==> config.mk <==
export PLATFORM = sky130hd
export DESIGN_NAME = psme_dist
export DESIGN_NICKNAME = d
export VERILOG_FILES = /design/src/sv/psme_pkg.sv /design/src/sv/psme_dist.sv
export SDC_FILE = /design/constraint.sdc
export NUM_CORES = 2
export LEC_CHECK = 0
export ABC_AREA = 1
export BUFFER_PORTS_ARGS = -buffer_cell sky130_fd_sc_hd__buf_2
export CORE_ASPECT_RATIO = 0.7
export CORE_MARGIN = 2
export CORE_UTILIZATION = 59
export DETAILED_ROUTE_END_ITERATION = 12
export GPL_TIMING_DRIVEN = 0
export PLACE_DENSITY = 0.87
export SLEW_MARGIN = 10
export SYNTH_ARGS = -nofsm -noshare
export SYNTH_HDL_FRONTEND = slang
export SYNTH_SLANG_ARGS = --single-unit
==> constraint.sdc <==
create_clock -name i_clk -period 5.6 [get_ports i_clk]
set_input_delay 0.28 -clock i_clk [delete_from_list [all_inputs] [get_ports i_clk]]
set_output_delay 0.28 -clock i_clk [all_outputs]
set_load 0.01 [all_outputs]
==> src/sv/psme_pkg.sv <==
// Shared types and constants of the point set match evaluator.
`default_nettype none
package psme_pkg;

    // Fixed field widths
    localparam int COORD_BITS = 20;
    localparam int CFG_W      = 20;
    localparam int CNT_W      = 11;
    localparam int CFG_IDX_W  = 2;
    localparam int DIST_W     = 2 * COORD_BITS + 2;  // dx^2 + dy^2 without loss
    localparam int SQ_W       = 2 * CFG_W;           // squared register value

    // Action codes
    localparam logic [1:0] ACT_REF  = 2'd0;
    localparam logic [1:0] ACT_MEAS = 2'd1;
    localparam logic [1:0] ACT_EVAL = 2'd2;

    // Register indexes
    localparam logic [CFG_IDX_W-1:0] CFG_RADIUS = 2'd0;
    localparam logic [CFG_IDX_W-1:0] CFG_MARGIN = 2'd1;
    localparam logic [CFG_IDX_W-1:0] CFG_GATE   = 2'd2;

    // Reset values of the registers
    localparam logic [CFG_W-1:0] RADIUS_RST = 20'd16;
    localparam logic [CFG_W-1:0] MARGIN_RST = 20'd0;
    localparam logic [CFG_W-1:0] GATE_RST   = 20'd16;

    typedef struct packed {
        logic signed [COORD_BITS-1:0] x;
        logic signed [COORD_BITS-1:0] y;
    } t_pt;

    typedef struct packed {
        logic [1:0]                   action;
        logic signed [COORD_BITS-1:0] point_x;
        logic signed [COORD_BITS-1:0] point_y;
    } t_in_beat;

    typedef struct packed {
        logic [CNT_W-1:0] reference_count;
        logic [CNT_W-1:0] measured_count;
        logic [CNT_W-1:0] matched;
        logic [CNT_W-1:0] fp_count;
        logic [CNT_W-1:0] fn_count;
        logic [CNT_W-1:0] excluded;
        logic [CFG_W-1:0] rmse;
        logic             passed;
        logic             overflowed;
    } t_out_beat;

endpackage
`default_nettype wire

==> src/sv/psme_dist.sv <==
// Pipelined squared distance unit shared by all evaluation passes.
`default_nettype none
module psme_dist (
    input  wire logic                          i_clk,
    input  wire logic                          i_rst_n,
    input  wire logic                          i_start,
    input  wire psme_pkg::t_pt                 i_a,
    input  wire psme_pkg::t_pt                 i_b,
    output logic                               o_done,
    output logic [psme_pkg::DIST_W-1:0]        o_dist
);

    localparam int DW = psme_pkg::COORD_BITS + 1;
    localparam int SW = 2 * DW;

    logic signed [DW-1:0] dx_s, dy_s;
    logic [DW-1:0]        r_dx, r_dy, r_dy2;
    logic [SW-1:0]        r_sqx, r_sqx2, r_sqy;
    logic [2:0]           r_vld;

    // Signed differences, widened by one bit
    assign dx_s = DW'(i_a.x) - DW'(i_b.x);
    assign dy_s = DW'(i_a.y) - DW'(i_b.y);

    // Valid pipe
    always_ff @(posedge i_clk) begin
        if (!i_rst_n) begin
            r_vld  <= '0;
            o_done <= 1'b0;
        end else begin
            r_vld  <= {r_vld[1:0], i_start};
            o_done <= r_vld[2];
        end
    end

    // Stage 1 abs diffs, stage 2 x square, stage 3 y square, stage 4 sum
    always_ff @(posedge i_clk) begin
        r_dx   <= dx_s[DW-1] ? DW'(-dx_s) : DW'(dx_s);
        r_dy   <= dy_s[DW-1] ? DW'(-dy_s) : DW'(dy_s);
        r_sqx  <= SW'(r_dx) * SW'(r_dx);
        r_dy2  <= r_dy;
        r_sqy  <= SW'(r_dy2) * SW'(r_dy2);
        r_sqx2 <= r_sqx;
        o_dist <= psme_pkg::DIST_W'(r_sqx2) + psme_pkg::DIST_W'(r_sqy);
    end

endmodule
`default_nettype wire

==> qor.yml <==
arrival_ps: 6740
hold_viol: 0
synth_top_area_share_pct: 33.4
top_level_ports: 126
dr.pass1.iters: 9
worstSetupPathType: "reg -> reg"
wl_per_cell_um: 20.2
cts_tree: "yes"
outcome: "complete, but fails checks"
timing.hold.ws_ps: 55.6
pre_cts_slack_ps: -1340
max_stage_delay_ps: 530
dp_hpwl_mm: 93.4
finalCritPeriodShare_pct: 111
ys.warnings.count: 0
synth-seq-cells: 232
slew_violations: 0
grt_max_degree: 18
critPathMaxFanout: 6
regToRegSetupSlack_ps: -640
portBuffers: 125
cp-end-kind: "flop"
synthMuxAreaShare_pct: 0
dpl_cell_area_um2: 39200
area_growth_pct: 22.2
routabilityCongestion: 1.04
crit_top_cell: "fa_1"
crit_chain: "clkbuf_16, buf_6, nand2_2, fa_1, inv_1, fa_1, inv_2, fa_1, inv_1, fa_1, fa_2, fa_1, inv_1, fa_1, inv_2, ha_4, nand2_2, nor2_2, inv_1, nor3_1, nand3_1, nand3_2, xor2_1"
min_to: "r_dx[0]$_DFF_P_"
placed_cells: 5726
vias_per_cell: 5.54
synth_area_um2: 37300
worstHoldPathType: "in -> reg"
tightestPinTransition_ps: 842
rows: 77
violations: "setup timing"
die_w_um: 304
cts_buffers: 26
r2r-start: "r_dx[3]$_DFF_P_"
slew_headroom_pct: 43.3
synth_edf_count: 0
setup_ws_ps: -638
critPathSlowestCell: "fa_1"
die_y_um: 214
rsz0062_at_grt: "true"
core_region_area_um2: 62800
drv_cap: 0
min_from: "i_b[20]"
cts_buffer_depth: 3
synth_compound_area_share_pct: 5.49
grt_pass1_wl_mm: 181
syn-num-nets: 5867
fin_skew_ps: 17.7
htreeDepth: 1
track_usage_pct: 36.0
startpoint_type: "flop"
synth-xor-area-share_pct: 3.81
synth_top_flop_cell: "dfxtp_1"
synth_top_family_by_area: "adder cells"
syn_inst: 4772
synth.distinct_cells: 43
max_freq_mhz: 160
r2r_end: "r_sqx[36]$_DFF_P_"
ys_seq_area_share_pct: 12.5
synth_top_cell_by_area: "fa_1"
mostFrequentLayoutCells: "1249 x inv_1, 909 x nand2_1, 603 x fa_1"
clkLatencyLatePin_ps: 590
worst_r2r_path_depth: 23
antenna_found_initial: 2
gr-total-overflow: 0
drive_above_1_share_pct: 20.5
report.final.setup_viol: 56
yosys.area_share.simple_pct: 17.4
final_cell_count_no_fill: 5964
drt_wl_total_mm: 120
path_clk_slew_ps: 70
worstPathRequired_ps: 6110
netlist_top_cells_area: "fa_1 33%, inv_1 13%, ha_1 13%"
ctsRootBufferMaster: "clkbuf_16"
layout_commonest_cell: "inv_1"
start_util_pct: 59.4
dr_total_vias: 33100
drt_iter0_markers: 4026
nets: 6211
ant_nets: 0
hold_depth: 3
synthAdderAreaFrac_pct: 46.5
final_cell_area_um2: 45600
grt_pass1_vias: 33400
async_flop_share_pct: 0
numClockSinks: 232
fin_crit_ps: 6240
drc_errors: 0
avgSynthCellArea_um2: 7.81
die_area_um2: 65300
[cells by family after synthesis]
logic type,after synthesis
buffers and inverters,1420
XOR/XNOR,162
flip-flops,232
AO/OA/AOI/OAI,369
adder cells (fa/ha/maj),1012
AND/OR/NAND/NOR,1577
[repair_timing]
action	CTS	global route
endpoints found under the setup margin	65	63
buffers inserted	138	61
resized for setup	657	361
hold endpoints to repair	4	0
hold buffers	3	0
pin swaps	164	221
cloned	1	0
[flip-flops by register name, indices dropped and copies added, names as in the netlist]
signal  cells
o_dist     42
o_done      1
r_dx       21
r_dy       21
r_dy2      21
r_sqx      41
r_sqx2     41
r_sqy      41
r_vld       3
[cells in the mapped netlist, types with 2 or more instances]
cell type / count
a21oi_1: 176
inv_1: 1327
or2_2: 5
nor2_2: 4
and2_1: 3
o21a_1: 3
a21boi_0: 7
nand4_1: 33
and3_1: 5
buf_1: 2
nor2_4: 5
a31oi_1: 32
xnor2_1: 50
ha_1: 390
nand2_4: 3
xor2_1: 112
nand2_2: 26
o21bai_1: 19
o31ai_1: 2
nand3b_1: 13
inv_2: 2
nor3_1: 32
o21ai_2: 2
buf_6: 2
nor2_1: 254
a21o_1: 23
fa_1: 622
dfxtp_1: 232
nand3_2: 4
clkbuf_1: 83
buf_4: 2
a211oi_1: 2
o211ai_1: 2
o21ai_0: 92
o21ai_1: 7
nor4_1: 11
nand3_1: 137
nand2_1: 1041
[stage by stage]
stage,TNS (ps),utilization [%]
floorplan,0,-
global placement,-50830,62.4
detailed placement,-54020,62.4
CTS,-14250,69.9
global route,-30560,72.5
finish,-22640,72.5
[worst max-delay path by stage]
stage                        end  cells past startpoint              start  slack (ps)
3_5_place_dp   r_sqy[26]$_DFF_P_                     21   r_dy2[2]$_DFF_P_       -1340
4_1_cts        r_sqy[39]$_DFF_P_                     23   r_dy2[8]$_DFF_P_        -410
5_1_grt        r_sqx[36]$_DFF_P_                     23    r_dx[3]$_DFF_P_        -750
3_3_place_gp   r_sqy[37]$_DFF_P_                     20  r_dy2[16]$_DFF_P_       -1280
6_report       r_sqx[36]$_DFF_P_                     23    r_dx[3]$_DFF_P_        -640
2_1_floorplan  r_sqy[28]$_DFF_P_                     25   r_dy2[4]$_DFF_P_           5
[metal layers]
| metal | vias up | track usage, % | part of all wire, % |
|---|---|---|---|
| li1 | 14800 | - | - |
| met1 | 15900 | 51.5 | 41 |
| met2 | 2087 | 49.8 | 40 |
| met3 | 304 | 16.2 | 16 |
| met4 | 4 | 8.04 | 2.8 |
| met5 | - | 0 | 0.021 |
[critical path: cells and delay by family, from the launching register on]
| kind | cells | cell delay [ps] |
|---|---|---|
| xor gates and xnor gates | 1 | 170 |
| and+or+nand+nor | 6 | 1000 |
| DFF | 1 | 440 |
| adders and majority gates | 8 | 3850 |
| buffers and inverters | 8 | 700 |
[final cells by class]
type | count | area [µm²]
Tap cell | 829 | 1040
Timing Repair Buffer | 316 | 2280
Sequential cell | 232 | 4760
Clock inverter | 17 | 215
Antenna cell | 1 | 2.50
Clock buffer | 29 | 683
Inverter | 1331 | 5030
Multi-Input combinational cell | 3120 | 30100
Buffer | 89 | 1460
Fill cell | 4433 | 17200
Power is not shown: default switching activity piles up to over one toggle a cycle in this logic, so the estimate is an artifact.
