File: src/sv/psme_ram.sv
// Generic single write port RAM with registered read.
`default_nettype none
module psme_ram #(
    parameter int W = 8,
    parameter int D = 16
) (
    input  wire logic                 i_clk,
    input  wire logic                 i_we,
    input  wire logic [$clog2(D)-1:0] i_waddr,
    input  wire logic [W-1:0]         i_wdata,
    input  wire logic [$clog2(D)-1:0] i_raddr,
    output logic      [W-1:0]         o_rdata
);

    logic [W-1:0] r_mem [D];

    // Write and registered read
    always_ff @(posedge i_clk) begin
        if (i_we) begin
            r_mem[i_waddr] <= i_wdata;
        end
        o_rdata <= r_mem[i_raddr];
    end

endmodule
`default_nettype wire

File: config.mk
export PLATFORM = sky130hd
export DESIGN_NAME = psme_ram
export DESIGN_NICKNAME = d
export VERILOG_FILES = /design/src/sv/psme_ram.sv
export SDC_FILE = /design/constraint.sdc
export NUM_CORES = 1
export LEC_CHECK = 0
export BUFFER_PORTS_ARGS = -buffer_cell sky130_fd_sc_hd__clkbuf_2
export CAP_MARGIN = 20
export CORE_UTILIZATION = 45
export CTS_CLUSTER_DIAMETER = 80
export DETAILED_ROUTE_END_ITERATION = 6
export PLACE_DENSITY = 0.61
export RECOVER_POWER = 25
export REMOVE_ABC_BUFFERS = 1
export SLEW_MARGIN = 20
export SYNTH_ARGS = -nofsm -noshare
export SYNTH_HDL_FRONTEND = slang
export SYNTH_SLANG_ARGS = --single-unit
File: constraint.sdc
create_clock -name i_clk -period 4.17 [get_ports i_clk]
set_input_delay 0.834 -clock i_clk [delete_from_list [all_inputs] [get_ports i_clk]]
set_output_delay 0.834 -clock i_clk [all_outputs]
set_load 0.02 [all_outputs]
==> impl_metrics.py, run 1 <==
metrics = {
    "floorplanning": {
        "io_pins": 26,
        "num_rows": 38,
        "dieArea_um2": 11900,
        "die_h_um": 109,
        "coreArea_um2": 11000,
        "start_util": 0.469,
        "dieWidth_um": 109,
    },
    "clocking": {
        "ctsHoldBuffers": 0,
        "postCtsSetupBuffers": 0,
        "clk_pin_slew_ns": 0.06,
        "clk_path_buf_depth": 2,
        "clkLatencyLatePin_ns": 0.41,
        "post_cts_resized": 0,
        "numCtsBuffers": 17,
        "cts_tree": "yes",
        "cts.sink_count": 136,
        "htreeDepth": 4,
        "root_buffer": "clkbuf_16",
    },
    "worst_setup_path": {
        "crit_chain": "clkbuf_2 > mux4_1 > a22oi_1 > nand2_1",
        "critPathCaptureType": "register",
        "crit_path_top_delay_cell": "clkbuf_2",
        "critical_path_arrival_ns": 2.30,
        "max_stage_delay_ns": 0.65,
        "cpLargestDelayFamily": "buffers and inverters",
        "crit_buf_inv": 1,
        "path_class": "input pin to register",
        "worst-path-max-fanout": 32,
        "start_kind": "input pin",
        "worst-path-stages": 4,
        "r2r.worst_path.cells": 3,
        "cp.required_ns": 4.46,
    },
    "final_layout": {
        "utilization": 0.548,
        "fillers": 845,
        "antenna_cells": 0,
        "syn2layout_area_growth_pct": 16.8,
        "fin_nets": 286,
        "layoutNonFillerInstCount": 421,
        "drive_gt1_frac": 0.260,
    },
    "timing": {
        "drv_slew": 0,
        "tns_ns": 0,
        "fmax_mhz": 497,
        "relSlewSlack": 0.348,
        "timing.final.ws_setup_ns": 2.16,
        "final.min_clock_period_ns": 2.01,
        "finClkSkew_ns": 0.0146,
        "finalSetupViolations": 0,
        "hold_viol": 0,
        "rsz0062_at_grt": "no",
        "whs_ns": 0.669,
        "fin_crit_sh": 0.482,
        "worstMarginPinSlew_ns": 0.975,
    },
    "global_routing": {
        "grt_pass1_vias": 2413,
        "grt_pass1_wl_um": 14700,
        "gr-total-overflow": 0,
        "gr-usage-all-layers": 0.184,
        "grt_max_degree": 33,
        "antenna_found_initial": 0,
    },
    "pwr": {
        "p_leak_nw": 2.00,
        "power_density_nw_per_um2": 534,
        "ir_worst_vdd_mv": 0.213,
    },
    "worst_hold_path": {
        "whs_path_depth": 3,
        "min_path_type": "register to register",
    },
    "yosys": {
        "synth_seq_area_share": 0.778,
        "synth_area_um2": 5150,
        "syn_inst": 229,
        "synth_cell_type_count": 19,
        "syn_area_per_cell_um2": 22.5,
        "synth_edf_count": 128,
        "synthFlopType": "edfxtp_1",
        "synth_seq_cells": 136,
        "ys_warn_count": 0,
        "synthArstFlopShare": 0,
    },
    "route": {
        "antenna_left": 0,
        "drc_errors": 0,
        "via_per_inst": 5.61,
        "routed_wl_um": 9660,
        "drt_iter0_markers": 113,
        "first_pass_iters": 4,
        "via_count": 2361,
        "routedWlPerCell_um": 22.9,
    },
    "job": {
        "drv_cap": 0,
    },
    "placed_design": {
        "hpwl_um": 5950,
        "port_buffers": 25,
        "post-place-cells": 389,
        "gp_congestion": 0.712,
        "post-place-ws_ns": 1.70,
    },
    "outcome": {
        "status": "complete, no violations",
    },
}
report_power, final:
part	switching (W)	internal, W	leakage [nW]	total, W
combinational	0.0000874	0.0000561	0.487	0.000143
clock	0.000542	0.000990	0.293	0.00153
sequential	0.00000892	0.00153	1.22	0.00154
total	0.000638	0.00257	2.00	0.00321
cell families after synthesis:
family	share of synthesized area
flops	0.778
simple gates	0.0318
mux	0.150
compound gates	0.0233
buf+inv	0.0168
tightest hold or removal path, delay by kind of cell, from the launching register on:
family	cells	cell delay [ns]
flip-flops	1	0.31
AND/OR/NAND/NOR	1	0.05
multiplexers	1	0.22
AO/OA/AOI/OAI	1	0.05
area by class of cell:
class	instances	area, um^2	area share
Clock inverter	15	184	0.0306
Timing Repair Buffer	30	168	0.0279
Clock buffer	17	425	0.0707
Tap cell	140	175	0.0291
Multi-Input combinational cell	83	1060	0.176
Sequential cell	136	4000	0.666
cell usage in the layout, fill, tap and decap left out, drive strengths merged:
cell type | synthesis | final
clkbuf | 0 | 42
or3b | 1 | 1
a22oi | 16 | 16
mux4 | 32 | 32
nand2b | 2 | 2
and2b | 1 | 1
dfxtp | 8 | 8
edfxtp | 128 | 128
nor2b | 1 | 1
and2 | 1 | 1
clkinvlp | 0 | 3
nand2 | 9 | 9
nand3b | 2 | 2
nand3 | 1 | 1
nor2 | 13 | 13
clkinv | 0 | 8
buf | 7 | 5
nor3 | 4 | 4
bufinv | 0 | 4
flip-flops by register name, indices dropped and copies added, names as in the netlist:
signal	flops
o_rdata	8
r_mem	128
worst paths after layout:
| path | start | endpoint | slack, ns |
|---|---|---|---|
| hold / removal | r_mem[14][3]$_DFFE_PP_ | o_rdata[3]$_DFF_P_ | 0.67 |
| setup reg to reg | r_mem[1][5]$_DFFE_PP_ | o_rdata[5]$_DFF_P_ | 2.78 |
| setup / recovery | i_raddr[1] | o_rdata[0]$_DFF_P_ | 2.16 |
| hold reg to reg | r_mem[14][3]$_DFFE_PP_ | o_rdata[3]$_DFF_P_ | 0.67 |
through the flow:
| stage | area (um^2) | total power [W] |
|---|---|---|
| after floorplan | 5060 | 0.00164 |
| after detailed placement | 5410 | 0.00171 |
| after global placement | 5410 | 0.00171 |
| after global routing | 6010 | 0.00331 |
| final | 6010 | 0.00321 |
| after CTS | 6020 | 0.00324 |
Yosys cell counts, types with 3 or more instances:
| library cell | n | area [um^2] |
|---|---|---|
| clkdlybuf4s25_2 | 3 | 30.0 |
| dfxtp_1 | 8 | 160 |
| buf_6 | 3 | 33.8 |
| nand2_1 | 9 | 33.8 |
| mux4_1 | 14 | 368 |
| a22oi_1 | 16 | 120 |
| edfxtp_1 | 128 | 3840 |
| mux4_2 | 18 | 405 |
| nor3_1 | 4 | 20.0 |
| buf_2 | 3 | 15.0 |
| nor2_1 | 13 | 48.8 |
metal layers:
layer / part of all wire / global-route usage
met5: 0 / 0
met1: 0.45 / 0.257
met3: 0.037 / 0.0484
met4: 0.0050 / 0.0840
met2: 0.51 / 0.272
Note: power is estimated with default switching activity, not from simulation.
==> run 2, diff against run 1 <==
==> constraint.sdc (replaced) <==
create_clock -name i_clk -period 1.9 [get_ports i_clk]
set_input_delay 0.38 -clock i_clk [delete_from_list [all_inputs] [get_ports i_clk]]
set_output_delay 0.38 -clock i_clk [all_outputs]
set_load 0.02 [all_outputs]
==> impl_metrics.py, run 2 (synthesis results as in run 1) <==
metrics = {
    "outcome": {
        "status": "complete, no violations",
    },
    "worst_hold_path": {
        "worstHoldStart": "i_wdata[1]",
        "min_to": "r_mem[5][1]$_DFFE_PP_",
        "whs_path_depth": 1,
        "min_path_type": "input pin to register",
    },
    "clocking": {
        "clk_pin_slew_ns": 0.05,
        "clk_path_buf_depth": 2,
        "ctsHoldBuffers": 0,
        "postCtsSetupBuffers": 0,
        "cts_tree": "yes",
        "clkLatencyLatePin_ns": 0.40,
        "post_cts_resized": 0,
        "cts.sink_count": 136,
        "numCtsBuffers": 17,
        "root_buffer": "clkbuf_16",
        "htreeDepth": 4,
    },
    "route": {
        "first_pass_iters": 5,
        "routed_wl_um": 10000,
        "routedWlPerCell_um": 22.7,
        "m1WireLength_um": 4440,
        "via_per_inst": 5.50,
        "drc_errors": 0,
        "via_count": 2438,
        "drt_iter0_markers": 162,
        "antenna_left": 0,
        "wl_met3_um": 570,
        "met2WireLength_um": 4800,
        "top_layer_used": "met4",
    },
    "floorplanning": {
        "coreArea_um2": 11000,
        "io_pins": 26,
        "dieWidth_um": 109,
        "die_h_um": 109,
        "dieArea_um2": 11900,
        "num_rows": 38,
        "start_util": 0.469,
    },
    "final_layout": {
        "reg_top3": "r_mem (128), o_rdata (8)",
        "top_register": "r_mem",
        "drive_gt1_frac": 0.314,
        "layout_commonest_cell": "edfxtp_1",
        "antenna_cells": 0,
        "utilization": 0.558,
        "fin_nets": 308,
        "layout_common_cells": "edfxtp_1, buf_4, clkbuf_2",
        "largest_reg_flops": 128,
        "syn2layout_area_growth_pct": 19.0,
        "fillers": 831,
    },
    "timing": {
        "hold_viol": 0,
        "fmax_mhz": 720,
        "final.min_clock_period_ns": 1.39,
        "finClkSkew_ns": 0.00932,
        "fin_crit_sh": 0.731,
        "tns_ns": 0,
        "rsz0062_at_grt": "no",
        "finalSetupViolations": 0,
        "drv_slew": 0,
        "relSlewSlack": 0.588,
        "worstMarginPinSlew_ns": 0.618,
    },
    "worst_setup_path": {
        "worst-path-max-fanout": 1,
        "start_kind": "register",
        "timing.rr.end": "o_rdata[4]$_DFF_P_",
        "critical_path_arrival_ns": 1.67,
        "r2r_start": "r_mem[0][4]$_DFFE_PP_",
        "r2r.worst_path.cells": 3,
        "critPathCaptureType": "register",
        "path_class": "register to register",
        "cp.required_ns": 2.18,
        "r2r_slack_ns": 0.51,
    },
    "global_routing": {
        "grt_pass1_vias": 2444,
        "grt_max_degree": 33,
        "gr-total-overflow": 0,
        "antenna_found_initial": 0,
        "grt_pass1_wl_um": 15000,
        "gr-usage-all-layers": 0.192,
    },
    "pwr": {
        "power_density_nw_per_um2": 1090,
        "ir_worst_vdd_mv": 0.729,
        "p_leak_nw": 2.11,
    },
    "placed_design": {
        "hpwl_um": 6320,
        "port_buffers": 25,
        "gp_congestion": 0.805,
    },
    "job": {
        "drv_cap": 0,
    },
}
-- run 2: through the flow --
stage / instance area [um^2] / worst slack, ns / power, W / hold slack, ns / std cells
floorplan: 5060 / 0.0271 / 0.00359 / 0.479 / 219
global placement: 5590 / 0.0782 / 0.00377 / 0.648 / 411
detailed placement: 5590 / 0.106 / 0.00378 / 0.658 / 411
CTS: 6130 / 0.528 / 0.00672 / 0.374 / 443
global route: 6120 / 0.435 / 0.00688 / 0.434 / 443
finish: 6120 / 0.511 / 0.00666 / 0.429 / 443
-- run 2: metal layers --
metal	track usage	vias up
met2	0.284	76
met5	0	-
li1	-	1095
met4	0.0994	0
met1	0.266	1254
met3	0.0448	13
-- run 2: worst max-delay path by stage --
stage / start / to / slack [ns] / depth (start not counted)
after floorplan: i_waddr[2] / r_mem[0][0]$_DFFE_PP_ / 0.03 / 2
after global placement: i_raddr[0] / o_rdata[0]$_DFF_P_ / 0.08 / 5
after detailed placement: i_raddr[0] / o_rdata[0]$_DFF_P_ / 0.11 / 5
after CTS: o_rdata[6]$_DFF_P_ / o_rdata[6] / 0.53 / 1
after global routing: i_raddr[0] / o_rdata[7]$_DFF_P_ / 0.44 / 5
final: r_mem[0][4]$_DFFE_PP_ / o_rdata[4]$_DFF_P_ / 0.51 / 3
-- run 2: final cells by class --
class,count,area [um^2],area share
Sequential cell,136,4000,0.654
Multi-Input combinational cell,83,1060,0.173
Timing Repair Buffer,52,347,0.0566
Tap cell,140,175,0.0286
Clock inverter,10,77.6,0.0127
Clock buffer,22,464,0.0758
-- run 2: power breakdown --
part | total (W) | internal (W) | leakage [nW] | switching [W]
clock network | 0.00295 | 0.00185 | 0.273 | 0.00111
registers | 0.00338 | 0.00336 | 1.22 | 0.0000209
logic | 0.000332 | 0.000138 | 0.612 | 0.000194
total | 0.00666 | 0.00534 | 2.11 | 0.00132
-- run 2: critical path, stage by stage, from the launching register on --
cell and delay (ns):
edfxtp_1 0.38, mux4_2 0.47, a22oi_1 0.31, nand2_1 0.10
==> run 3, diff against run 2 <==
--- a/config.mk
+++ b/config.mk
@@ -5,12 +5,13 @@
 export SDC_FILE = /design/constraint.sdc
 export NUM_CORES = 1
 export LEC_CHECK = 0
+export ABC_AREA = 1
 export BUFFER_PORTS_ARGS = -buffer_cell sky130_fd_sc_hd__clkbuf_2
 export CAP_MARGIN = 20
 export CORE_UTILIZATION = 45
 export CTS_CLUSTER_DIAMETER = 80
 export DETAILED_ROUTE_END_ITERATION = 6
-export PLACE_DENSITY = 0.61
+export PLACE_DENSITY = 0.6
 export RECOVER_POWER = 25
 export REMOVE_ABC_BUFFERS = 1
 export SLEW_MARGIN = 20
==> constraint.sdc (replaced) <==
create_clock -name i_clk -period 1.4 [get_ports i_clk]
set_input_delay 0.28 -clock i_clk [delete_from_list [all_inputs] [get_ports i_clk]]
set_output_delay 0.28 -clock i_clk [all_outputs]
set_load 0.02 [all_outputs]
==> impl_metrics.py, run 3 <==
metrics = {
    "route": {
        "wl_met3_um": 794,
        "routedWlPerCell_um": 15.6,
        "met2WireLength_um": 6030,
        "top_layer_used": "met4",
        "drt_iter0_markers": 274,
        "drc_errors": 0,
        "routed_wl_um": 12200,
        "via_per_inst": 4.81,
        "antenna_left": 0,
        "first_pass_iters": 7,
        "m1WireLength_um": 5100,
        "via_count": 3752,
    },
    "yosys": {
        "yosysTopAreaCell": "edfxtp_1",
        "synth_area_um2": 5770,
        "synthTopCellsByArea": "edfxtp_1, nand2_1, nand3_1",
        "yosysMostFrequentCell": "nand2_1",
        "yosys-top-cells-count": "nand2_1, edfxtp_1, inv_1, nand3_1, nor2_1",
        "synth_edf_count": 128,
        "synth_seq_area_share": 0.694,
        "syn_area_per_cell_um2": 10.5,
        "synth.top_cell.area_share": 0.667,
        "synthFlopType": "edfxtp_1",
        "synthArstFlopShare": 0,
        "synth_cell_type_count": 12,
        "synth_seq_cells": 136,
        "syn_inst": 551,
        "ys_warn_count": 0,
    },
    "global_routing": {
        "antenna_found_initial": 0,
        "grt_pass1_vias": 3728,
        "gr-usage-all-layers": 0.209,
        "grt_max_degree": 38,
        "grt_pass1_wl_um": 19700,
        "gr-total-overflow": 0,
    },
    "worst_setup_path": {
        "timing.rr.end": "o_rdata[1]$_DFF_P_",
        "max_stage_delay_ns": 0.40,
        "crit_chain": "clkbuf_2",
        "critPathCaptureType": "primary output",
        "cp.required_ns": 1.12,
        "crit_path_top_delay_cell": "dfxtp_1",
        "r2r.worst_path.cells": 6,
        "r2r_start": "r_mem[8][1]$_DFFE_PP_",
        "worst-path-max-fanout": 1,
        "r2r_slack_ns": 0.47,
        "critical_path_arrival_ns": 1.02,
        "start_kind": "register",
        "path_class": "register to primary output",
        "cpLargestDelayFamily": "flip-flops",
        "crit_buf_inv": 1,
    },
    "pwr": {
        "p_leak_nw": 2.97,
        "power_density_nw_per_um2": 1410,
        "ir_worst_vdd_mv": 0.747,
    },
    "floorplanning": {
        "coreArea_um2": 12300,
        "num_rows": 40,
        "start_util": 0.470,
        "dieArea_um2": 13300,
        "die_h_um": 115,
        "dieWidth_um": 115,
        "io_pins": 26,
    },
    "clocking": {
        "htreeDepth": 4,
        "post_cts_resized": 0,
        "numCtsBuffers": 17,
        "ctsHoldBuffers": 0,
        "clk_pin_slew_ns": 0.06,
        "root_buffer": "clkbuf_16",
        "postCtsSetupBuffers": 0,
        "clkLatencyLatePin_ns": 0.42,
        "clk_path_buf_depth": 2,
        "cts_tree": "yes",
        "cts.sink_count": 136,
    },
    "outcome": {
        "status": "complete, no violations",
    },
    "timing": {
        "final.min_clock_period_ns": 1.30,
        "rsz0062_at_grt": "no",
        "fmax_mhz": 767,
        "fin_crit_sh": 0.931,
        "tns_ns": 0,
        "worstMarginPinSlew_ns": 0.678,
        "relSlewSlack": 0.548,
        "hold_viol": 0,
        "finClkSkew_ns": 0.00570,
        "drv_slew": 0,
        "whs_ns": 0.275,
        "finalSetupViolations": 0,
    },
    "final_layout": {
        "multiInputGateArea_um2": 1210,
        "layout_common_cells": "nand2_1, edfxtp_1, inv_1",
        "drive_gt1_frac": 0.131,
        "layout_commonest_cell": "nand2_1",
        "antenna_cells": 0,
        "largest_reg_flops": 128,
        "top_register": "r_mem",
        "syn2layout_area_growth_pct": 17.9,
        "fillers": 1064,
        "fin_nets": 617,
        "reg_top3": "r_mem (128), o_rdata (8)",
        "regArea_um2": 4000,
    },
    "worst_hold_path": {
        "worstHoldStart": "i_raddr[2]",
        "min_path_type": "input pin to register",
        "whs_path_depth": 4,
        "min_to": "o_rdata[2]$_DFF_P_",
    },
    "placed_design": {
        "port_buffers": 25,
        "hpwl_um": 7890,
        "gp_congestion": 0.817,
    },
    "job": {
        "drv_cap": 0,
    },
}
-- run 3: cell count changes after synthesis, sizes merged, moves of 2 or more --
cell,before,now
nor3,4,0
a22oi,16,0
nor2,13,17
mux4,32,0
nand3,1,97
nand2b,2,0
nand2,9,173
buf,7,24
clkdlybuf4s25,3,0
inv,0,102
-- run 3: how the worst max path moves through the flow --
stage	from	to	slack (ns)	cells past startpoint
5_1_grt	o_rdata[4]$_DFF_P_	o_rdata[4]	0.06	1
4_1_cts	o_rdata[4]$_DFF_P_	o_rdata[4]	0.07	1
3_3_place_gp	i_raddr[0]	o_rdata[3]$_DFF_P_	0.08	7
3_5_place_dp	i_raddr[0]	o_rdata[3]$_DFF_P_	0.06	7
2_1_floorplan	i_raddr[0]	o_rdata[2]$_DFF_P_	0.14	6
6_report	o_rdata[4]$_DFF_P_	o_rdata[4]	0.1	1
-- run 3: where the power goes --
part | internal (W) | switching, W
sequential | 0.00455 | 0.0000333
combinational | 0.000187 | 0.000393
clock | 0.00284 | 0.00156
-- run 3: stage by stage --
stage          instances  area, um^2  worst slack [ns]  power, W  utilization
6_report             780        6800            0.0970   0.00957        0.554
5_1_grt              780        6800            0.0632   0.00990        0.554
4_1_cts              780        6800            0.0727   0.00964        0.555
3_5_place_dp         748        6210            0.0553   0.00526        0.506
3_3_place_gp         748        6210            0.0778   0.00525        0.506
2_1_floorplan        527        5600             0.140   0.00494            -
-- run 3: cell families after synthesis --
group / count (synthesis) / synth area share
buffers and inverters: 126 / 0.0952
flip-flops: 136 / 0.694
AND/OR/NAND/NOR: 289 / 0.210
-- run 3: layout make-up --
cell class | instances | share of cell area
sequential | 136 | 0.589
multi-input combinational | 289 | 0.179
clock buffer | 24 | 0.0738
timing repair buffer | 53 | 0.0576
inverter | 102 | 0.0563
tap | 168 | 0.0309
clock inverter | 8 | 0.0136
-- run 3: layer usage --
layer	vias to the layer above	track usage
met1	1762	0.261
met5	-	0
li1	1868	-
met4	0	0.125
met3	10	0.0485
met2	112	0.335
