<file path="src/sv/psme_pkg.sv">
// Shared types and constants of the point set match evaluator.
`default_nettype none
package psme_pkg;

    // Fixed field widths
    localparam int COORD_BITS = 20;
    localparam int CFG_W      = 20;
    localparam int CNT_W      = 11;
    localparam int CFG_IDX_W  = 2;
    localparam int DIST_W     = 2 * COORD_BITS + 2;  // dx^2 + dy^2 without loss
    localparam int SQ_W       = 2 * CFG_W;           // squared register value

    // Action codes
    localparam logic [1:0] ACT_REF  = 2'd0;
    localparam logic [1:0] ACT_MEAS = 2'd1;
    localparam logic [1:0] ACT_EVAL = 2'd2;

    // Register indexes
    localparam logic [CFG_IDX_W-1:0] CFG_RADIUS = 2'd0;
    localparam logic [CFG_IDX_W-1:0] CFG_MARGIN = 2'd1;
    localparam logic [CFG_IDX_W-1:0] CFG_GATE   = 2'd2;

    // Reset values of the registers
    localparam logic [CFG_W-1:0] RADIUS_RST = 20'd16;
    localparam logic [CFG_W-1:0] MARGIN_RST = 20'd0;
    localparam logic [CFG_W-1:0] GATE_RST   = 20'd16;

    typedef struct packed {
        logic signed [COORD_BITS-1:0] x;
        logic signed [COORD_BITS-1:0] y;
    } t_pt;

    typedef struct packed {
        logic [1:0]                   action;
        logic signed [COORD_BITS-1:0] point_x;
        logic signed [COORD_BITS-1:0] point_y;
    } t_in_beat;

    typedef struct packed {
        logic [CNT_W-1:0] reference_count;
        logic [CNT_W-1:0] measured_count;
        logic [CNT_W-1:0] matched;
        logic [CNT_W-1:0] fp_count;
        logic [CNT_W-1:0] fn_count;
        logic [CNT_W-1:0] excluded;
        logic [CFG_W-1:0] rmse;
        logic             passed;
        logic             overflowed;
    } t_out_beat;

endpackage
`default_nettype wire

</file>
<file path="src/sv/psme_divsqrt.sv">
// Iterative divider followed by an iterative integer square root.
`default_nettype none
module psme_divsqrt #(
    parameter int NUM_W = 51,
    parameter int DEN_W = 11
) (
    input  wire logic                       i_clk,
    input  wire logic                       i_rst_n,
    input  wire logic                       i_start,
    input  wire logic [NUM_W-1:0]           i_num,
    input  wire logic [DEN_W-1:0]           i_den,
    output logic                            o_done,
    output logic [psme_pkg::CFG_W-1:0]      o_root
);

    localparam int RW   = psme_pkg::CFG_W;
    localparam int QW   = 2 * RW;
    localparam int CNTW = $clog2(NUM_W + 1);

    typedef enum logic [1:0] {S_IDLE, S_DIV, S_SQRT} t_state;

    t_state            r_state;
    logic [NUM_W-1:0]  r_num;
    logic [DEN_W-1:0]  r_den;
    logic [DEN_W:0]    r_rem;
    logic [RW+1:0]     r_srem;
    logic [CNTW-1:0]   r_cnt;

    logic [DEN_W:0]    rem_sh;
    logic              q_bit;
    logic [RW+1:0]     srem_sh, trial;
    logic              s_bit;

    // One quotient bit per cycle
    assign rem_sh = {r_rem[DEN_W-1:0], r_num[NUM_W-1]};
    assign q_bit  = rem_sh >= {1'b0, r_den};

    // One root bit per cycle, quotient pairs taken from the top
    assign srem_sh = {r_srem[RW-1:0], r_num[QW-1:QW-2]};
    assign trial   = {o_root, 2'b01};
    assign s_bit   = srem_sh >= trial;

    always_ff @(posedge i_clk) begin
        if (!i_rst_n) begin
            r_state <= S_IDLE;
            o_done  <= 1'b0;
        end else begin
            o_done <= 1'b0;
            case (r_state)
                S_IDLE: begin
                    if (i_start) begin
                        r_num   <= i_num;
                        r_den   <= i_den;
                        r_rem   <= '0;
                        r_cnt   <= CNTW'(NUM_W);
                        r_state <= S_DIV;
                    end
                end
                S_DIV: begin
                    r_rem <= q_bit ? rem_sh - {1'b0, r_den} : rem_sh;
                    r_num <= {r_num[NUM_W-2:0], q_bit};
                    r_cnt <= r_cnt - 1'b1;
                    if (r_cnt == CNTW'(1)) begin
                        r_srem  <= '0;
                        o_root  <= '0;
                        r_state <= S_SQRT;
                    end
                end
                S_SQRT: begin
                    // Mean is below the squared radius, so it fits in QW bits
                    r_srem <= s_bit ? srem_sh - trial : srem_sh;
                    o_root <= {o_root[RW-2:0], s_bit};
                    r_num  <= {r_num[NUM_W-3:0], 2'b00};
                    r_cnt  <= r_cnt + 1'b1;
                    if (r_cnt == CNTW'(RW - 1)) begin
                        o_done  <= 1'b1;
                        r_state <= S_IDLE;
                    end
                end
                default: r_state <= S_IDLE;
            endcase
        end
    end

endmodule
`default_nettype wire

</file>
<file path="config.mk">
export PLATFORM = sky130hd
export DESIGN_NAME = psme_divsqrt
export DESIGN_NICKNAME = d
export VERILOG_FILES = /design/src/sv/psme_pkg.sv /design/src/sv/psme_divsqrt.sv
export SDC_FILE = /design/constraint.sdc
export NUM_CORES = 1
export LEC_CHECK = 0
export BUFFER_PORTS_ARGS = -buffer_cell sky130_fd_sc_hd__buf_2
export CAP_MARGIN = 20
export CORE_MARGIN = 2
export CORE_UTILIZATION = 23
export CTS_CLUSTER_DIAMETER = 80
export CTS_CLUSTER_SIZE = 40
export DETAILED_ROUTE_END_ITERATION = 7
export PLACE_DENSITY = 0.49
export SYNTH_ARGS = -nofsm -noshare
export SYNTH_HDL_FRONTEND = slang
export SYNTH_SLANG_ARGS = --single-unit
export TNS_END_PERCENT = 50
</file>
<file path="constraint.sdc">
create_clock -name i_clk -period 5.65 [get_ports i_clk]
set_clock_uncertainty 0.15 [all_clocks]
set_input_delay 0 -clock i_clk [delete_from_list [all_inputs] [get_ports i_clk]]
set_output_delay 0 -clock i_clk [all_outputs]
set_load 0.02 [all_outputs]
</file>
==> out/results.txt, run 1 <==
The most used flip-flop cell after synthesis is sky130_fd_sc_hd__edfxtp_1. Measured against its own limit, the worst slew margin works out to 35.5%. The run gives 17.4 mm as the routed wire length. In this run the standard cell core region covers 0.0305 mm2. The analysis attributes to cell leakage a power of 3.50 nW.

Vias per cell: 4.59. STA puts the critical path data required time at 5.65 ns. Dividing the final minimum period by the clock period gives 57.2%.

Clock-pin slew was measured on the worst setup and hold paths at 0.06 ns. The routed layout has 5,676 vias. For this design, the sink count on the clock tree is 122. In the routed design, unresolved DRC markers number 0.

The floorplan step set the die height to 180 um. In this run, post-CTS repair resized a total of 0 instances. The half-perimeter wire length after placement is 11.3 mm.

The pre-CTS setup slack is 2.44 ns. In this run the worst setup path begins at o_root[5]. The yosys synthesis warning count was 0; the per-cell routed wire length was 14.1 um. Once the floorplan was initialized, standard cells occupied 23.3% of the core. The boundary pin count is 86. The origin of the worst min-delay path is i_den[1].

The final weighted congestion of routability-driven global placement was 0.775; the deepest clock path buffer count was 2. The element type at the critical path end was a flip-flop. The H-tree was split into 4 levels. The largest net degree at the start of global routing is 67. The register cell area after layout is 0.00363 mm2.

Power spread over the standard cell area amounts to 552 mW/mm2. When the netlist entered floorplanning its net count stood at 797. Setup repair after global routing left no endpoint under its margin. The worst register-to-register path begins at o_root[5]. The filler cells instantiated in the layout total 3,134. The first TritonRoute pass finished after 5 iterations. The die covers 0.0323 mm2. The worst-path cell with the longest stage delay is sky130_fd_sc_hd__a21oi_4. Synthesis handed over a netlist of 692 instances.

The flow ran to the end, and the final reports show no timing, DRC or antenna violations. Worst-case vdd ir drop: 0.297 mV. On the worst path, the slowest cell contributes a delay of 0.73 ns.

TritonCTS built the clock tree. The net count of the finished layout is 933. For the antenna diode count, the log shows 0. The max-slew violation count was 0; the data arrival time at the worst-slack endpoint was 3.23 ns.

From synthesis to final layout, the design area changed by 29.2%. The biggest fanout along the worst timing path is 24, and the share of synthesized area occupied by flip-flops and latches is 51.2%. Global routing used 10.8% of the available tracks. The floorplan has 64 rows.

The run gives 0 as the total global routing overflow. After synthesis the netlist holds a flip-flop and latch count of 122. For the CTS buffer count, the log shows 17.

The setup TNS came out at 0 ns. The biggest area contributor in the post-synthesis netlist is sky130_fd_sc_hd__edfxtp_1. The tools report the total count of hold-check failures in the final report as 0. The first global-routing pass estimated 28.6 mm of wire. In the final layout, the share of cells above drive strength 1 is 16.4%.

The tools report the maximum operating frequency as 0.309 GHz. The critical path is of the reg -> reg type. The detail route stage leaves a number of antenna-violating nets equal to 0. The via count of the first global-routing pass came out at 5,761.

After synthesis, the cell types taking the most area are sky130_fd_sc_hd__edfxtp_1 (50%), sky130_fd_sc_hd__ha_1 (6.9%), sky130_fd_sc_hd__nor2_1 (5.5%). Traced cell by cell, the critical path runs through inv_1, ha_1, a21oi_1, nor2_1, a211oi_2, o211ai_2, a21oi_4, nand2b_1, o21ai_1. Final hold analysis gives a worst-case slack of 0.137 ns. For the number of library cell types mapped by synthesis, the log shows 63.

During placement, the flow inserted port buffers numbering 85. The smallest clock period supported by the final layout is computed as 3.23 ns. The worst setup path is launched from a flip-flop. For the area occupied by multi-input gates, the log shows 0.00315 mm2.

The insertion delay of the later-clocked pin in the worst-skew pair is 0.42 ns. The transition at the pin with the smallest max-transition slack was 0.967 ns. Across all setup checks in the final design, the least slack found is 2.42 ns. The fraction of registers with async set or reset after synthesis was 0%.

Across the run, the number of max-cap violations was 0. Summing every instance area after synthesis gives 0.00710 mm2. The tools report the clock tree root buffer cell as sky130_fd_sc_hd__clkbuf_16.

The path class of the tightest hold or removal check is in -> reg. The tools report the final setup violation count as 0. The initial antenna violation count is 0. The number of synthesized flops with an enable pin is 119, and the average footprint of a synthesized cell is 10.3 um2. Summed over its instances, the top area cell type makes up 50.4% of the synthesized netlist area. The starting DRC count in detailed routing is 335, and the die span in x is 180 um.
-- flip-flops by register name, summed over array words and instances, names as in the netlist --
name and cells:
r_num 51, o_root 20, r_srem 20, r_den 11, r_rem 11, r_cnt 6, r_state 2, o_done 1
-- cell type report --
type	count	share of cell area [%]
Multi-Input combinational cell	484	34.4
Clock inverter	14	1.88
Inverter	49	2.01
Clock buffer	17	4.64
Tap cell	396	5.41
Timing Repair Buffer	154	12.0
Sequential cell	122	39.6
-- stage by stage --
stage	cells	area (um2)	util [%]	power, mW
after detailed placement	1141	7930	26.0	3.93
after global routing	1236	9170	30.0	5.46
after CTS	1236	9170	30.0	5.12
after floorplan	692	7100	-	3.39
final	1236	9170	30.0	5.06
after global placement	1141	7930	26.0	3.92
-- power by group --
group	total (mW)	switching [mW]	internal (mW)	leakage [nW]
Clock	1.13	0.441	0.693	0.281
Combinational	2.27	1.43	0.841	2.08
Sequential	1.65	0.156	1.49	1.14
Total	5.06	2.03	3.03	3.50
-- worst max-delay path, delay by kind of cell (launching register included) --
family / cells / cell delay [ns]
AO/OA/AOI/OAI: 5 / 1.58
AND/OR/NAND/NOR: 2 / 0.45
adder cells (fa/ha/maj): 1 / 0.38
flip-flops: 1 / 0.34
buffers and inverters: 1 / 0.06
-- timing repair --
| item | in CTS | in global routing |
|---|---|---|
| buffers inserted | 0 | 0 |
| hold buffers | 64 | 0 |
| hold endpoints to repair | 65 | 0 |
| endpoints found under the setup margin | 0 | 0 |
-- final timing paths --
| kind | end | slack [ns] | cells past startpoint |
|---|---|---|---|
| setup / recovery | r_srem[11] | 2.42 | 9 |
| hold / removal | r_den[1] | 0.14 | 2 |
| setup reg to reg | r_srem[11] | 2.42 | 9 |
| hold reg to reg | r_state[1] | 0.42 | 1 |
-- layout by cell type (no fill, tap or decap), drive strengths merged, types with 4 or more instances in the layout --
cell / n
edfxtp: 119
nor2: 104
buf: 90
a21oi: 78
dlygate4sd3: 64
inv: 51
a22oi: 49
ha: 39
nand2: 36
o21ai: 31
nand3: 19
clkbuf: 17
xnor2: 16
mux2i: 15
o21a: 11
xor2: 9
nor2b: 9
nor3: 7
clkinv: 6
a211oi: 5
nand4: 4
or3: 4
-- per-layer routing --
metal	routed length [um]	GRT usage, %	vias up
met1	8010	13.5	2722
met2	8490	18.6	118
li1	-	-	2819
met5	0	0	-
met4	262	4.07	0
met3	616	2.09	17
-- kinds of logic after synthesis --
group / after synthesis / share of synthesized area (%)
xor gates and xnor gates: 25 / 3.09
buffers and inverters: 86 / 4.80
adders and majority gates: 40 / 7.16
and+or+nand+nor: 196 / 12.1
muxes: 16 / 2.27
AOI/OAI and AO/OA: 207 / 19.4
DFF: 122 / 51.2
-- Yosys cell counts (11+ instances only) --
library cell / n
sky130_fd_sc_hd__o21ai_0: 22
sky130_fd_sc_hd__inv_1: 49
sky130_fd_sc_hd__xnor2_1: 16
sky130_fd_sc_hd__nand2_1: 36
sky130_fd_sc_hd__nor2_1: 104
sky130_fd_sc_hd__clkbuf_1: 26
sky130_fd_sc_hd__o21a_1: 11
sky130_fd_sc_hd__nand3_1: 19
sky130_fd_sc_hd__a21oi_1: 77
sky130_fd_sc_hd__ha_1: 39
sky130_fd_sc_hd__a22oi_1: 49
sky130_fd_sc_hd__edfxtp_1: 119
sky130_fd_sc_hd__mux2i_1: 15
Power figures use the tool's default switching activity.
==> inputs of run 2 (changes only) <==
- ABC_AREA: unset -> 1
- PLACE_DENSITY: 0.49 -> 0.47
- clock period: 5.65 -> 3.15 ns (I/O delays scaled with it)
==> run 2 against run 1 <==
Against the previous run: clock-buffer cell count did not move; combinational power rose by 76%; power rose by 75%; critical path type unchanged; largest cell class unchanged; die area rose by 8.1%; highest routed layer unchanged.
==> out/results.txt, run 2 <==
From synthesis to final layout, the design area changed by 28.5%. Summed over its instances, the top area cell type makes up 46.5% of the synthesized netlist area. Counting the fill cells in the layout gives 3,536. The starting DRC count in detailed routing came out at 334. For this run, design rule violations remaining after detail routing come to 0. The area occupied by multi-input gates was 0.00322 mm2. Die height: 187 um. Number of nets in the layout: 1,178. The tools report the power consumption as 8.83 mW. Gates resized during post-CTS repair numbered 0. The floorplan step defined a die boundary enclosing 0.0349 mm2.

The library cells used most frequently in the layout, excluding fill and tap cells, are sky130_fd_sc_hd__nand2_1 (228), sky130_fd_sc_hd__inv_1 (179), sky130_fd_sc_hd__edfxtp_1 (119). Entering global routing, the biggest net connects 53 pins. The tools report the final setup violation count as 0. Clock tree synthesis inserted a total of 17 buffers. Synthesis produced a netlist with a net count of 1,027. The max-slew violation count is 0, and the hold buffer count at CTS is 66. The run gives 0 as the yosys synthesis warning count. The transition at the pin with the smallest max-transition slack works out to 0.612 ns. Via count of the first global-routing pass: 6,449. After global routing the overflow that remains totals 0.

In this run the remaining antenna-violating nets after routing total 0. The sequential cells in the finished layout cover a total of 0.00363 mm2. STA puts the critical path data required time at 3.37 ns.

The critical path goes through inv_1, ha_1, inv_1, nand3_1, nand2_1, dlygate4sd3_1, a21oi_1, dlygate4sd3_1. Counting every sink on the clock net gives 122. The run gives 0.348 mV as the worst-case vdd ir drop. For the number of core rows, the log shows 66.

The run gives 47.3% as the share of synthesized area occupied by flip-flops and latches. The stage delay of the slowest cell on the critical path works out to 0.56 ns. Most frequently used flop master after synthesis: sky130_fd_sc_hd__edfxtp_1. The number of cells in the finished layout apart from fillers is 1,528. STA classifies the critical path startpoint as a flip-flop. Among cell families on the critical path, the largest total delay comes from buffers and inverters.

The layout cell share with drive strength beyond 1 is 15.7%. The final critical-path share of the clock period works out to 91.8%. The initial utilization of the core area, before any placement, comes to 23.5%. The tools report the element type at the critical path end as a flip-flop.

Deepest clock path buffer count: 2. Sorting the synthesized cells by area gives the leading types as sky130_fd_sc_hd__edfxtp_1 (47%), sky130_fd_sc_hd__nand2_1 (11%), sky130_fd_sc_hd__inv_1 (8.7%). The critical path contains buffers and inverters numbering 4 combined. The source of the critical timing path is r_state[1]. After detailed routing, the number of vias per cell comes to 4.19.

Counting I/O delays and the setup requirement, the final critical path takes 2.89 ns. For this design the static power due to leakage is 4.59 nW. The startpoint identified for the worst register-to-register timing path is r_state[1]. Input and output buffers added on the ports amount to 85. The per-cell routed wire length is 12.5 um.

In this run the most critical hold path is launched from i_den[3]. sky130_fd_sc_hd__nand2_1 is the most common cell in the netlist. Clock latency on the worst-skew pair, taken at its later pin, is 0.42 ns. The run gives 0.797 as the final weighted congestion of routability-driven global placement. For the via total after detailed routing, the log shows 6,396. The maximum operating frequency was 0.346 GHz; the setup TNS was 0 ns. The most flop-heavy register was r_num. Synthesis produced 922 cells. The largest total area in the synthesized netlist belongs to sky130_fd_sc_hd__edfxtp_1. The fraction of registers with async set or reset after synthesis is 0%, and the max-capacitance violation count is 0.

In this run the standard cell core region covers 0.0327 mm2. Before antenna repair, the detailed router went through 5 iterations. The number of antenna diodes in the final layout is 0. Initial antenna violation count: 0. The overall routing resource usage came out at 11.5%. The tools report the global-route wire length before repair as 32.5 mm.

For the routed wire length, the log shows 19.1 mm. Post-CTS timing repair inserted 0 buffers for setup. The path class of the tightest hold or removal check is in -> reg. Clock-pin slew was measured on the worst setup and hold paths at 0.06 ns. The number of synthesized flops with an enable pin works out to 119. The run gives 4 as the H-tree level count. Clock tree root buffer cell: sky130_fd_sc_hd__clkbuf_16. In this run the tightest slew margin relative to its limit is 59.0%. The tools report the half-perimeter wire length after placement as 13.3 mm.

The flow ran to the end, and the final reports show no timing, DRC or antenna violations. TritonCTS built the clock tree. The total count of hold-check failures in the final report was 0. Pin placement for this block handled 86 I/O pins. The average footprint of a synthesized cell is 8.33 um2. Setup repair after global routing left no endpoint under its margin.

Leaving out fill and tap cells, the most frequent cell in the layout is sky130_fd_sc_hd__nand2_1. The data arrival time at the worst-slack endpoint is 3.11 ns. In the final layout, the registers with the most flip-flops are r_num: 51 flops, o_root: 20 flops, r_srem: 20 flops.

The die is 187 um wide. The synthesized netlist occupies a cell area of 0.00768 mm2. The critical setup path kind was reg -> reg.

The number of flip-flops under the largest register name was 51. The number of library cell types mapped by synthesis came out at 40. At the end of the flow the core is filled with cells to 30.2%.

The run gives 0.134 ns as the worst slack on hold paths. The synthesized design contains 122 register bits. The biggest fanout along the worst timing path was 17. The largest individual stage delay along the critical path comes from the cell sky130_fd_sc_hd__dlygate4sd3_1. The commonest cells after synthesis are sky130_fd_sc_hd__nand2_1 (229), sky130_fd_sc_hd__inv_1 (179), sky130_fd_sc_hd__edfxtp_1 (119), sky130_fd_sc_hd__nor2_1 (93), sky130_fd_sc_hd__o221ai_1 (48). Dividing total power by cell area gives a power density of 895 mW/mm2.

The placed instance count is 1,430.
[run 2: cell count changes after synthesis, sizes merged, moves of 9 or more]
cell,delta
inv,+137
nand2,+205
xnor2,-12
o21a,-10
nand3,+10
o221ai,+46
mux2i,-15
a22oi,-49
nor2b,-9
a21oi,-44
o21ai,+13
[run 2: final cells by class]
class                   count  share of cell area, %
clock buffers              17                   4.31
clock inverters            15                   1.66
inverters                 186                   7.10
repair buffers            161                   11.9
flip-flops and latches    122                   36.8
well taps                 442                   5.60
multi-input cells         585                   32.6
[run 2: through the flow]
stage          setup slack (ns)  cell area, um2
2_1_floorplan           -0.0702            7690
3_3_place_gp              0.636            8620
3_5_place_dp              0.669            8620
4_1_cts                   0.320            9870
5_1_grt                  0.0458            9870
6_report                  0.259            9870
[run 2: cell families (layout without fill, tap and decap cells)]
family | count (synthesis) | in the layout | synth area share (%)
xor gates and xnor gates | 16 | 16 | 1.82
AOI/OAI and AO/OA | 134 | 134 | 11.5
and+or+nand+nor | 395 | 395 | 21.7
DFF | 122 | 122 | 47.3
adders and majority gates | 40 | 40 | 6.61
buffers and inverters | 215 | 379 | 11.1
[run 2: path summary, 6_finish.rpt]
path                endpoint  slack, ns  depth (start not counted)
hold reg to reg   r_state[0]       0.39                          2
hold / removal      r_den[3]       0.13                          2
setup reg to reg  r_state[1]       0.26                          8
setup / recovery  r_state[1]       0.26                          8
[run 2: metal layers]
metal / global-route usage, % / vias up / routed length, um
met4: 3.24 / 0 / 223
met1: 15.8 / 2949 / 9830
li1: - / 3321 / -
met2: 18.1 / 111 / 8400
met5: 0 / - / 0
met3: 2.48 / 15 / 657
[run 2: power breakdown]
| group | internal, mW | switching (mW) | total (mW) | leakage (nW) |
|---|---|---|---|---|
| clock | 1.18 | 0.815 | 1.99 | 0.285 |
| sequential | 2.61 | 0.235 | 2.85 | 1.15 |
| combinational | 1.35 | 2.64 | 3.99 | 3.16 |
| total | 5.14 | 3.69 | 8.83 | 4.59 |
==> inputs of run 3 (changes only) <==
- SETUP_SLACK_MARGIN: unset -> 0.5
==> run 3 against run 2 <==
Against the previous run: first-iteration DRC count grew 20%; clock power is essentially flat; worst hold slack lost 0.0075 ns; sequential cell count is the same; routed wire length shrank 1.9%; maximum frequency grew 20%; core utilization is essentially flat; die area is the same; global-route usage shrank 0.20 points; register-to-register slack gained 0.49 ns; sequential power is essentially flat; setup slack gained 0.49 ns; critical path type unchanged; highest routed layer unchanged.
==> out/results.txt, run 3 (synthesis gave the netlist of run 2 again) <==
The first global-routing pass estimated 31.7 mm of wire. The total number of clock tree sinks came out at 122. The run gives 17 as the CTS buffer count.

The number of cells in the finished layout apart from fillers was 1,528; the worst slack on hold paths was 0.127 ns. The total global routing overflow is 0, and the final critical-path required period is 2.40 ns. The type of element launching the critical path was a flip-flop. The data arrival time at the worst-slack endpoint is 2.43 ns. The run finished with clean final reports. The tree is rooted in a sky130_fd_sc_hd__clkbuf_16. For the pin with the worst max-slew slack, the measured transition is 0.588 ns. Data on the critical path is required at its endpoint by 3.18 ns.

The library cell used most frequently in the layout, excluding fill and tap cells, is sky130_fd_sc_hd__nand2_1. After detailed routing, the average wire length per cell comes to 12.3 um. For flop-to-flop paths, the worst setup slack is 0.75 ns. Routed wire length: 18.7 mm. The region available for standard cell placement spans 0.0327 mm2.

The logs give 13.2 mm for the half-perimeter wire length after placement and 66 for the number of core rows. Port buffering added 85 buffers. The cell family with the largest share of critical-path delay was simple AND/OR/NAND/NOR gates. The number of antenna diodes in the final layout is 0. Before antenna repair, the detailed router went through 5 iterations. Entering global routing, the biggest net connects 52 pins. The via count of the first global-routing pass came out at 6,314.

Relative to the synthesized area, the layout overhead comes to 28.7%. The overall routing resource usage is 11.3%, and the die height is 187 um. In this run, the number of DRC markers left after iteration 0 of detailed routing was 400. Setup repair after global routing left no endpoint under its margin.

The initial utilization of the core area, before any placement, comes to 23.5%. The biggest fanout along the worst timing path came out at 27. At the end of the flow, the number of nets in the layout was 1,178. The number of flip-flops under the largest register name is 51, and the placed instance count is 1,431. Element type at the critical path end: a flip-flop. The max-slew violation count was 0. The worst hold path belongs to the class in -> reg.

The die span in x is 187 um. The tools report the origin of the worst min-delay path as i_den[9]. For this design the ratio of total power to cell area is 896 mW/mm2. The register clock-pin slew on the reported worst setup and hold paths was 0.06 ns.

In this run the worst setup path begins at r_srem[12]. At the end of routability-driven placement, the weighted congestion stood at 0.809. Most flop-heavy register: r_num.

The clock tree synthesis step divided the H-tree into 4 levels. The tools report the initial antenna violation count as 0. The worst register-to-register path begins at r_srem[12].

The largest registers in the layout are r_num: 51 flops, o_root: 20 flops, r_srem: 20 flops. For this design the top-level I/O count stands at 86. The worst pin sits at a relative slew slack of 60.8%. In the routed layout, each cell is associated on average with a via count of 4.15. The clock passes through at most 2 buffers.

The tools report the setup TNS as 0 ns. Based on the critical path, the design can be clocked at up to 0.417 GHz. The layout cell share with drive strength beyond 1 works out to 15.7%. For the number of DRC violations after detailed routing, the log shows 0. For the final core utilization, the log shows 30.2%.

Together, buffers and inverters on the worst path number 2. Setup violations remaining at the end of the flow were counted as 0. The setup path with the least slack is of type reg -> reg. The critical path goes through ha_1, nand2_1, nor2_2, inv_1, nor2_2, nand2_1, nand2_2, nor2_4, nand2_8, inv_4, nor2_1, nor2_1. TritonCTS built the clock tree. The worst-path cell with the longest stage delay was sky130_fd_sc_hd__ha_1.

For the worst-skew pair, the clock arrives at the later sink with an insertion delay of 0.43 ns. The top cell types in the final layout, fill and taps aside, are sky130_fd_sc_hd__nand2_1 (228), sky130_fd_sc_hd__inv_1 (179), sky130_fd_sc_hd__edfxtp_1 (119). The via total after detailed routing was 6,340.

The total count of hold-check failures in the final report came out at 0. Summed over all cells, the static leakage comes to 4.59 nW. Max-cap violations in this run came to 0.

The detail route stage leaves a number of antenna-violating nets equal to 0. The floorplan die area was 0.0349 mm2. IR analysis of the VDD net gives a maximum drop of 0.311 mV.

The final critical-path share of the clock period was 76.2%; the stage delay of the slowest cell on the critical path was 0.44 ns.
run 3: worst reg2reg max path, stage by stage, from the launching register on:
cell and delay, ns:
sky130_fd_sc_hd__edfxtp_1 0.42, sky130_fd_sc_hd__ha_1 0.44, sky130_fd_sc_hd__nand2_1 0.13, sky130_fd_sc_hd__nor2_2 0.14, sky130_fd_sc_hd__inv_1 0.06, sky130_fd_sc_hd__nor2_2 0.10, sky130_fd_sc_hd__nand2_1 0.08, sky130_fd_sc_hd__nand2_2 0.08
sky130_fd_sc_hd__nor2_4 0.05, sky130_fd_sc_hd__nand2_8 0.20, sky130_fd_sc_hd__inv_4 0.15, sky130_fd_sc_hd__nor2_1 0.12, sky130_fd_sc_hd__nor2_1 0.05
run 3: routing by layer:
| metal | up-vias | global-route usage [%] | part of all wire, % | wire length [um] |
|---|---|---|---|---|
| li1 | 3320 | - | - | - |
| met1 | 2886 | 15.6 | 51 | 9570 |
| met2 | 118 | 17.4 | 44 | 8180 |
| met3 | 16 | 2.69 | 4.2 | 794 |
| met4 | 0 | 3.45 | 1.1 | 199 |
| met5 | - | 0 | 0 | 0 |
run 3: what timing repair did:
item | CTS | global route
hold buffers | 65 | 0
buffers inserted | 0 | 0
endpoints found under the setup margin | 0 | 4
resized for setup | 0 | 1
hold endpoints to repair | 73 | 0
run 3: per-stage QoR:
step                area, um2  setup slack (ns)  power [mW]
floorplan                7700             0.531        5.86
global placement         8640             0.661        6.85
detailed placement       8640             0.693        6.85
CTS                      9880             0.655        8.98
global route             9880             0.568        9.66
finish                   9880             0.750        8.85
run 3: worst paths after layout:
path                 to  cells after the start
min            r_den[9]                      2
max reg2reg   r_srem[9]                     12
min reg2reg  r_state[1]                      2
max           r_srem[9]                     12
run 3: layout make-up:
type                            count  area (um2)
Fill cell                        3525       22800
Sequential cell                   122        3630
Multi-Input combinational cell    585        3220
Timing Repair Buffer              161        1180
Inverter                          186         701
Tap cell                          442         553
Clock buffer                       17         425
Clock inverter                     15         164
run 3: report_power, final:
group	switching [mW]	internal [mW]	leakage, nW
clock network	0.833	1.18	0.281
registers	0.229	2.61	1.15
logic	2.64	1.36	3.16
total	3.70	5.15	4.59
